==> src/sv/nhsg_pkg.sv <==
// Package for the neo-Hookean stretch gradient and Hessian unit.
// Holds the word types, pipeline depths and the log table functions.
// Depends on nothing.
`default_nettype none
package nhsg_pkg;

	localparam int LOG_LAT = 50;
	localparam int LOG_STEPS = 48;
	localparam int DIV_LAT = 104;

	typedef logic [LOG_STEPS-1:0][63:0] ln_tab_t;

	typedef struct packed {
		logic [31:0] stretch_1;
		logic [31:0] stretch_2;
		logic [31:0] stretch_3;
	} in_word_t;

	typedef struct packed {
		logic signed [63:0] grad_1;
		logic signed [63:0] grad_2;
		logic signed [63:0] grad_3;
		logic signed [63:0] hess_11;
		logic signed [63:0] hess_22;
		logic signed [63:0] hess_33;
		logic signed [63:0] hess_12;
		logic signed [63:0] hess_13;
		logic signed [63:0] hess_23;
		logic domain_error;
		logic saturated;
	} out_word_t;

	typedef struct packed {
		logic dom;
		logic [2:0][31:0] s;
	} info_t;

	typedef struct packed {
		logic valid;
		info_t data;
	} feed_t;

	typedef struct packed {
		logic [31:0] mu;
		logic [31:0] lam;
	} cfg_t;

	function automatic logic [63:0] nhsg_udiv(input logic [63:0] n, input logic [63:0] d);
		logic [64:0] r;
		logic [63:0] q;
		r = '0;
		q = '0;
		for (int b = 63; b >= 0; b--) begin
			r = {r[63:0], n[b]};
			q = {q[62:0], 1'b0};
			if (r >= {1'b0, d}) begin
				r = r - {1'b0, d};
				q[0] = 1'b1;
			end
		end
		return q;
	endfunction

	function automatic ln_tab_t nhsg_ln_table();
		ln_tab_t tab;
		logic [63:0] acc;
		logic [63:0] term;
		tab = '0;
		for (int k = 1; k <= LOG_STEPS; k++) begin
			acc = '0;
			for (int n = 1; n <= 62; n++) begin
				if (k * n <= 62) begin
					term = nhsg_udiv(64'd1 << (62 - k * n), 64'(n));
					if (n % 2 == 1) begin
						acc = acc + term;
					end else begin
						acc = acc - term;
					end
				end
			end
			tab[k-1] = (acc + 64'd32) >> 6;
		end
		return tab;
	endfunction

	function automatic logic [63:0] nhsg_ln2();
		ln_tab_t tab;
		logic [63:0] m;
		logic [63:0] t;
		logic [63:0] acc;
		tab = nhsg_ln_table();
		m = 64'd1 << 62;
		acc = '0;
		for (int k = 1; k <= LOG_STEPS; k++) begin
			t = m + (m >> k);
			if (!t[63]) begin
				m = t;
				acc = acc + tab[k-1];
			end
		end
		return acc;
	endfunction

endpackage
`default_nettype wire

==> src/sv/nhsg_front.sv <==
// Front end: masks and classifies incoming stretch words and queues them.
// Uses nhsg_pkg; feeds nhsg_back.
`default_nettype none
module nhsg_front import nhsg_pkg::*; #(
	parameter int STRETCH_WIDTH = 32
) (
	input  wire logic     clk,
	input  wire logic     arst_n,
	input  wire logic     push,
	input  wire in_word_t item,
	output logic          full,
	input  wire logic     take,
	output feed_t         feed
);

	localparam int SW = (STRETCH_WIDTH < 32) ? STRETCH_WIDTH : 32;
	localparam logic [31:0] MASK = 32'((64'd1 << SW) - 64'd1);
	localparam int DEPTH = 4;

	info_t       q_q [DEPTH];
	logic [1:0]  wr_q;
	logic [1:0]  rd_q;
	logic [2:0]  cnt_q;
	info_t       cls;
	logic        do_push;
	logic        do_pop;

	always_comb begin
		cls.s[0] = item.stretch_1 & MASK;
		cls.s[1] = item.stretch_2 & MASK;
		cls.s[2] = item.stretch_3 & MASK;
		cls.dom = (cls.s[0] == '0) || (cls.s[1] == '0) || (cls.s[2] == '0);
	end

	assign full = (cnt_q == 3'(DEPTH));
	assign do_push = push && !full;
	assign do_pop = take && (cnt_q != '0);
	assign feed.valid = (cnt_q != '0);
	assign feed.data = q_q[rd_q];

	always_ff @(posedge clk or negedge arst_n) begin
		if (!arst_n) begin
			wr_q <= '0;
			rd_q <= '0;
			cnt_q <= '0;
		end else begin
			if (do_push) begin
				wr_q <= wr_q + 2'd1;
			end
			if (do_pop) begin
				rd_q <= rd_q + 2'd1;
			end
			cnt_q <= cnt_q + 3'(do_push) - 3'(do_pop);
		end
	end

	always_ff @(posedge clk) begin
		if (do_push) begin
			q_q[wr_q] <= cls;
		end
	end

endmodule
`default_nettype wire

==> config.mk <==
export PLATFORM = sky130hd
export DESIGN_NAME = nhsg_front
export DESIGN_NICKNAME = d
export VERILOG_FILES = /design/src/sv/nhsg_pkg.sv /design/src/sv/nhsg_front.sv
export SDC_FILE = /design/constraint.sdc
export NUM_CORES = 1
export LEC_CHECK = 0
export BUFFER_PORTS_ARGS = -buffer_cell sky130_fd_sc_hd__buf_2
export CAP_MARGIN = 10
export CORE_ASPECT_RATIO = 0.8
export CORE_MARGIN = 2
export CORE_UTILIZATION = 50
export DETAILED_ROUTE_END_ITERATION = 10
export MAX_ROUTING_LAYER = met4
export PLACE_DENSITY_LB_ADDON = 0.25
export SLEW_MARGIN = 0
export SYNTH_ARGS = -nofsm -noshare
export SYNTH_HDL_FRONTEND = slang
export SYNTH_SLANG_ARGS = --single-unit
==> constraint.sdc <==
create_clock -name clk -period 3.3 [get_ports clk]
set_input_delay 0.165 -clock clk [delete_from_list [all_inputs] [get_ports clk]]
set_output_delay 0.165 -clock clk [all_outputs]
set_load 0.01 [all_outputs]
==> metrics list <==
* Number of fill cells: 1889
* Cell chain of the critical path: buf_4, mux4_2, buf_2
- In this design, the stage delay of the slowest critical-path cell is 0.80 ns.
- Drt initial violations: 499
- After detailed routing, the number of remaining DRC violations is 0.
- Final estimated routing congestion in global placement: 0.782
* Internal power component: 0.0112 W
- Entering global routing, the biggest net connects 59 pins.
- Critical path destination: feed[85]
* Clock-pin slew on the worst setup and hold paths: 0.06 ns
* Largest voltage drop on the vdd net: 0.459 mV
- PD cells: 858 nW/um^2
- RSZ-0062 raised after global routing: false
- Wire length of the first global-routing pass: 45.7 mm
* Result of the run: finished clean
- Final non-filler cell total: 1303
- Detailed-route wire length: 30.2 mm
- Number of antenna violations at the first check in global routing: 0
- Post-DRT Antenna Nets: 0
- Latest clock arrival within the worst-skew pair: 0.52 ns
* Slowest library cell on the worst path: dfrtp_4
- Gate count of the mapped netlist: 576
- For this run, the number of Yosys warnings is 0.
- Reg2reg start: cnt_q[2]$_DFF_PN0_
* N_diodes: 0
- The clock drives 395 sinks.
* Worst-path fanout max: 28
* PostCTS Resize Cnt: 0
- Fin crit share: 81.2%
- Summed over all cells, the static leakage comes to 6.28 nW.
* Via density: 5.59
- Counting cells, the worst reg-to-reg path comes to 10.
- Summing all multi-input logic gate instances after layout gives 2600 um^2.
- Total power: 0.0157 W
- The tightest min-delay check is of the in -> async type.
- The floorplan step defined a core boundary enclosing 28500 um^2.
* FF/Latch Area: 11800 um^2
* Die Y-Extent: 157 um
- The critical path is of the reg -> out type.
- For this run, the post-layout net count is 1013.
- For the pin with the worst max-slew slack, the measured transition is 0.610 ns.
- Initial core utilization: 51.2%
* Post-synthesis net count: 683
* Buffers on Ports: 198
- Setup violations remaining at the end of the flow were counted as 0.
* Seq pwr share: 44.4%
* Overall fraction of global-route tracks in use: 20.8%
- Horiz. Die Dim: 195 um
- Row generation in the floorplan step produced 55 rows.
* Vias after detailed routing: 7287
* Layout area overhead: 25.4%
- Critical Path Start Type: flop
* Arrival time worst endpoint: 2.51 ns
- Average routed wire per standard cell: 23.2 um
- In this run the tightest slew margin relative to its limit is 59.3%.
- The count of final max-slew check failures is 0.
- Number of hold violations in the final report: 0
- The die covers 30600 um^2.
- Of the total power, combinational logic draws 29.1%.
- Minimum clock period: 2.68 ns
* Fraction of final layout cells with drive strength greater than 1: 39.5%
- Cell area after synthesis: 14600 um^2
- CTS buffer count: 39
- The pre-antenna-repair detailed-routing pass consisted of 4 iterations.
- Root buf cell: clkbuf_16
- In this run, synthesis produced a sequential element count of 395.
- The library cell used most frequently in the layout, excluding fill and tap cells, is edfxtp_1.
* Depth of the CTS H-tree: 2
- Clock Power Share: 26.5%
- Switching share of power: 29.0%
* Portion of the post-synthesis area used by sequential elements: 81.0%
- No sink is reached through more buffers than the 3 on the longest clock path.
* Worst reg2reg endpoint: cnt_q[2]$_DFF_PN0_
* Data required time of the critical path: 3.13 ns
- Library cells used by synthesis: 23
* HPWL after detailed placement: 18.6 mm
- IO Count: 199
- Element type at the critical path end: output pin
* Highest-count cells in the layout ignoring fill and taps: edfxtp_1, buf_2, mux4_2, dlygate4sd3_1, clkbuf_16
* Source of the critical timing path: rd_q[0]$_DFFE_PN0P_
- Between clock sinks in the finished design, the worst skew comes to 0.0159 ns.
- In this run the mean area of a mapped cell was 25.3 um^2.
- Maxcap violations: 0
- The number of global-route vias before repair is 7791.
* Final-layout setup total negative slack: 0 ns
- The number of placed instances, taps included, is 1138.
* Hold_ws: 0.0170 ns
- After global routing the overflow that remains totals 0.
* TritonCTS clock tree: yes
- In this run the register-to-register setup slack is 0.88 ns.
- FMAX: 373 MHz
- Net switching power: 0.00455 W
logic make-up (layout without fill, tap and decap cells):
family	after synthesis	after routing	synth area share, %
buffers and inverters	29	386	1.25
adder cells (fa/ha/maj)	7	7	0.651
multiplexers	97	97	15.0
flip-flops	395	395	81.0
AND/OR/NAND/NOR	40	40	1.69
XOR/XNOR	5	5	0.300
AO/OA/AOI/OAI	3	3	0.129
Yosys cell counts, drive strengths merged:
cell | n | area share (%)
dfrtp | 7 | 1.2
nor4 | 24 | 1.0
fa | 1 | 0.14
and2 | 5 | 0.21
o21ai | 2 | 0.069
or3 | 1 | 0.043
mux4 | 97 | 15
nand4 | 6 | 0.26
xor2 | 1 | 0.060
nand2 | 2 | 0.051
xnor2 | 4 | 0.24
inv | 6 | 0.15
ha | 6 | 0.51
buf | 16 | 0.92
nor2b | 1 | 0.043
clkbuf | 7 | 0.18
edfxtp | 388 | 80
nor3b | 1 | 0.051
o22a | 1 | 0.060
sequential cells by signal, indices dropped and copies added, names as in the netlist:
signal  cells
q_q       388
cnt_q       3
rd_q        2
wr_q        2
routing by layer:
metal  vias to the layer above  GRT usage, %  wire [um]
met5                         -             -          0
met4                         0          5.71        670
met3                        46          3.99       1960
met2                       274          33.0      14600
met1                      3813          28.2      13000
li1                       3154             -          -
worst min-delay path by stage:
stage / cells after the start / endpoint
2_1_floorplan: 0 / cnt_q[0]$_DFF_PN0_
3_3_place_gp: 1 / wr_q[0]$_DFFE_PN0P_
3_5_place_dp: 1 / cnt_q[2]$_DFF_PN0_
4_1_cts: 2 / wr_q[0]$_DFFE_PN0P_
5_1_grt: 2 / wr_q[1]$_DFFE_PN0P_
6_report: 2 / wr_q[1]$_DFFE_PN0P_
power by group through the flow:
stage	logic (W)	clock network, W	registers (W)
3_5_place_dp	0.00455	0	0.00709
4_1_cts	0.00466	0.00424	0.00699
5_1_grt	0.00492	0.00444	0.00706
2_1_floorplan	0.00298	0	0.00687
6_report	0.00456	0.00417	0.00698
3_3_place_gp	0.00452	0	0.00702
stage by stage:
| step | utilization, % | worst slack [ns] | cell area (um^2) |
|---|---|---|---|
| floorplan | - | 0.732 | 14600 |
| CTS | 64.3 | 0.556 | 18300 |
| finish | 64.3 | 0.621 | 18300 |
| detailed placement | 56.6 | 0.868 | 16100 |
| global route | 64.3 | 0.451 | 18300 |
| global placement | 56.6 | 0.953 | 16100 |
cell type report:
cell class | count | share of cell area (%)
clock buffers | 46 | 5.71
inverters | 6 | 0.123
well taps | 370 | 2.53
flip-flops and latches | 395 | 64.6
multi-input cells | 152 | 14.2
clock inverters | 22 | 0.861
repair buffers | 312 | 12.0
worst max-delay path: cells and delay by family (launching register included):
family / cells / cell delay [ns]
multiplexers: 1 / 0.58
flip-flops: 1 / 0.80
buffers and inverters: 2 / 0.59
timing repair:
item,CTS,global route
endpoints found under the hold margin,391,0
hold buffers,97,0
buffers inserted,0,0
Power figures use the tool's default switching activity.
